--- src/terminal_line_echo_engine_assert.svh ---
`ifndef TERMINAL_LINE_ECHO_ENGINE_ASSERT_SVH
`define TERMINAL_LINE_ECHO_ENGINE_ASSERT_SVH
`ifndef NO_ASSERTIONS
`define TLE_ASSERT_IMP(label, clk, rstn, a, c) \
    label: assert property (@(posedge clk) disable iff (!rstn) (a) |-> (c)) \
        else $error("assertion failed");
`define TLE_ASSERT_NEXT(label, clk, rstn, a, c) \
    label: assert property (@(posedge clk) disable iff (!rstn) (a) |=> (c)) \
        else $error("assertion failed");
`else
`define TLE_ASSERT_IMP(label, clk, rstn, a, c)
`define TLE_ASSERT_NEXT(label, clk, rstn, a, c)
`endif
`endif

--- src/tle_pkg.sv ---
package tle_pkg;
    localparam int TERMINALS_DEF = 4;
    localparam int QUEUE_DEPTH_DEF = 128;
    localparam logic [7:0] CH_CR = 8'h0D;
    localparam logic [7:0] CH_LF = 8'h0A;
    localparam logic [7:0] CH_BS = 8'h08;
    localparam logic [7:0] CH_DEL = 8'h7F;
    localparam logic [7:0] CH_BEL = 8'h07;
    localparam logic [7:0] CH_SP = 8'h20;
    localparam logic [7:0] LINE_MAX = 8'hFF;

    typedef enum logic [1:0] {OP_RX = 2'd0, OP_TXDONE = 2'd1, OP_WRITE = 2'd2,
                              OP_READ = 2'd3} op_t;
    typedef enum logic [1:0] {ST_OK = 2'd0, ST_DISABLED = 2'd1, ST_OUT_FULL = 2'd2,
                              ST_IN_EMPTY = 2'd3} status_t;
    typedef enum logic [1:0] {S_IDLE, S_READ, S_EXEC, S_OUT} state_t;

    typedef struct packed {
        logic load;
        logic exec;
    } ctrl_t;
endpackage

--- src/tle_ctrl.sv ---
module tle_ctrl
    import tle_pkg::*;
(
    input  logic   aclk,
    input  logic   aresetn,
    input  logic   s_valid,
    output logic   s_ready,
    output logic   m_valid,
    input  logic   m_ready,
    output ctrl_t  ctrl
);
    state_t state_reg, state_next;

    always_ff @(posedge aclk) begin
        if (!aresetn) state_reg <= S_IDLE;
        else state_reg <= state_next;
    end

    always_comb begin
        state_next = state_reg;
        unique case (state_reg)
            S_IDLE: if (s_valid) state_next = S_READ;
            S_READ: state_next = S_EXEC;
            S_EXEC: state_next = S_OUT;
            S_OUT:  if (m_ready) state_next = S_IDLE;
            default: state_next = S_IDLE;
        endcase
    end

    always_comb begin
        s_ready = (state_reg == S_IDLE);
        m_valid = (state_reg == S_OUT);
        ctrl.load = (state_reg == S_IDLE) && s_valid;
        ctrl.exec = (state_reg == S_EXEC);
    end
endmodule

--- config.mk ---
export PLATFORM = sky130hd
export DESIGN_NAME = tle_ctrl
export DESIGN_NICKNAME = d
export VERILOG_FILES = /design/src/terminal_line_echo_engine_assert.svh /design/src/tle_pkg.sv /design/src/tle_ctrl.sv
export SDC_FILE = /design/constraint.sdc
export NUM_CORES = 1
export LEC_CHECK = 0
export ABC_CLOCK_PERIOD_IN_PS = 2000
export BUFFER_PORTS_ARGS = -buffer_cell sky130_fd_sc_hd__buf_2
export CORE_AREA = 2 2 39 41
export CTS_BUF_LIST = sky130_fd_sc_hd__clkbuf_4
export DETAILED_ROUTE_END_ITERATION = 12
export DIE_AREA = 0 0 41 43
export PLACE_DENSITY = 0.3
export SKIP_CTS_REPAIR_TIMING = 1
export SYNTH_ARGS = -nofsm -noshare
export SYNTH_HDL_FRONTEND = slang
export SYNTH_SLANG_ARGS = --single-unit
--- constraint.sdc ---
create_clock -name aclk -period 2 [get_ports aclk]
set_clock_uncertainty 0.1 [all_clocks]
set_input_delay 0.4 -clock aclk [delete_from_list [all_inputs] [get_ports aclk]]
set_output_delay 0.4 -clock aclk [all_outputs]
set_load 0.005 [all_outputs]
==> impl_results.md <==
* Rows at 14
* Post-Synthesis Cells at 16
* Synth area leader: dfxtp_1
* GP Congestion at slightly above 0.6
* Drt total wl at 346 µm
* DIE WIDTH at 41 µm
* WS Path Type: flip-flop to output port
* Total GRT Usage at 5.21%
* Area share of and/or/nand/nor cells after synthesis at 18.2%
* Unrepaired setup endpoints after global routing: no
* DP HPWL at 292 µm
* Post-synthesis xor/xnor area fraction at 0%
* Peak supply drop at 574 µV
* Gr ovfl total at 0
* #FFs+latches synth at 2
* Max-cap viol count at 0
* Warnings, synthesis at 0
* Fraction of layout instances using a drive strength above 1 at 46.2%
* Final setup fails at 0
* Final worst path period share at slightly above 80%
* CP max FO at 4
* Critical path data arrival time at about 1.1 ns
* Netlist Area Pre-Place at 151 µm²
* Clock buffer depth at 2
* Final net count at 35
* Commonest non-fill, non-tap cell in the layout: buf_2
* Post-synthesis mux area share at approximately 6.6%
* Most frequent cells in the layout: buf_2 (7), inv_1 (3), ha_1 (3), clkbuf_4 (3)
* Number of library cell types mapped by synthesis at 10
* Main combinational cell family by area after synthesis: adder cells
* # clock sinks at 2
* Clock Power Share at 32.6%
* Switch Pwr at 0.0900 mW
* Tmin final at 1.63 ns
* Internal power at 0.181 mW
* DRT antenna net count at 0
* Drt drc at 0
* Via density at roughly 3.5
* Routed via count at 145
* Global-route wire length before repair at 572 µm
* Avg Inst Size Synth at 9.46 µm²
* Area Overhead vs Synth at 51.2%
* Synth Area in Adders at between 20 and 25%
* Hold Crit Class: input pin to flip-flop
* Initial antenna violation count at 0
* Area after DPL at 206 µm²
* Comb power frac at 42.6%
* Slew Viols, Final at 0
* Root buffer cell: clkbuf_4
* Slew headroom at 89.6%
* PortBufs at 7
* Worst Tran Pin Value at roughly 0.16 ns
* Finished Core Util at 16.5%
* Static leakage at 0.116 nW
* CTS clock-pin slew for the worst setup and hold paths at 0.03 ns
* Num CTS Buffers at 3
* Vias in the first global route at 136
* Die Y at approximately 43 µm
* Initial Util at 10.9%
* CTS tree: yes
* Syn nets at 23
* Power Density at 1180 mW/mm²
* Post-synth top area share at 26.4%
* Register area share after synthesis at between 20% and 30%
* CP max-delay cell: dfxtp_1
* Critical path required time at approximately 1.5 ns
* IO Count at 8
* Fraction of the mapped netlist area in compound gates at 16.5%
* Post-route setup TNS at 0 ns
* Clock latency on the worst-skew pair at 0.22 ns
* Die ar. at 0.00176 mm²
* Sw frac at about 33%
* Critical Path Source Type: flip-flop
* Setup crit end kind: output port
* DR pass1 iterations at 3
* Post-route design area at 229 µm²
* CP cell instances: inv_1 > ha_1 > and2_1 > buf_2
* Final Hold Violating Endpoints at 0
* Fmax at 0.612 GHz
* Ant diodes at 0
* Status: finished, final reports clean
* Top cells by area, synth: dfxtp_1 (26%), ha_1 (25%), nor2b_4 (9.1%)
* Core box area at 0.00138 mm²
* H-tree depth at 1
* Largest net degree at the start of global routing at 5
* Sequential Power Share at 24.9%
* Max reg flops at 2
* Iteration-0 DRC Markers at 2
* Worst path max stage delay at ~0.34 ns
* WL per Instance at 8.24 µm
-- cell families after synthesis --
logic type / count (synthesis)
compound gates: 3
fa+ha+maj: 3
buf+inv: 3
flops: 2
mux: 1
simple gates: 4
-- synthesized netlist by cell type, drive strengths merged --
master	number
o31a	1
dfxtp	2
ha	3
and2	1
a21oi	1
inv	3
mux2i	1
o21a	1
nand2	2
nor2b	1
-- power groups by stage --
stage	sequential [mW]	clock (mW)	combinational, mW
2_1_floorplan	0.0655	0	0.0791
3_3_place_gp	0.0671	0	0.117
3_5_place_dp	0.0683	0	0.118
4_1_cts	0.0678	0.0947	0.118
5_1_grt	0.0706	0.0948	0.137
6_report	0.0675	0.0883	0.115
-- layer usage --
| layer | vias up | share of wire, % | global-route usage, % |
|---|---|---|---|
| li1 | 72 | - | - |
| met1 | 65 | 48 | 5.43 |
| met2 | 8 | 35 | 5.63 |
| met3 | 0 | 17 | 5.76 |
| met4 | 0 | 0 | 4.00 |
| met5 | - | 0 | 0 |
-- worst max-delay path, delay by kind of cell (launching register included) --
family                   cells  cell delay (ns)
flip-flops                   1             0.34
adder cells (fa/ha/maj)      1             0.24
buffers and inverters        2             0.19
AND/OR/NAND/NOR              1             0.14
-- through the flow --
stage | worst slack [ns] | cells | power (mW) | hold slack, ns
2_1_floorplan | 0.723 | 16 | 0.145 | 0.368
4_1_cts | 0.346 | 42 | 0.280 | 0.362
5_1_grt | 0.283 | 42 | 0.302 | 0.382
3_3_place_gp | 0.617 | 39 | 0.185 | 0.381
3_5_place_dp | 0.593 | 39 | 0.186 | 0.392
6_report | 0.365 | 42 | 0.271 | 0.366
-- worst paths after layout --
kind              depth (start not counted)          from      endpoint  slack [ns]
setup / recovery                          4  state_reg[0]       ctrl[1]        0.37
hold / removal                            3       aresetn  state_reg[1]        0.37
setup reg to reg                          4  state_reg[0]  state_reg[0]        0.74
hold reg to reg                           1  state_reg[0]  state_reg[0]        0.40
-- cell type report --
| class | count | area [µm²] |
|---|---|---|
| timing repair buffer | 7 | 35.0 |
| fill | 154 | 1150 |
| inverter | 3 | 11.3 |
| tap | 16 | 20.0 |
| multi-input combinational | 11 | 100 |
| sequential | 2 | 40.0 |
| clock buffer | 3 | 22.5 |
Power figures use the tool's default switching activity.
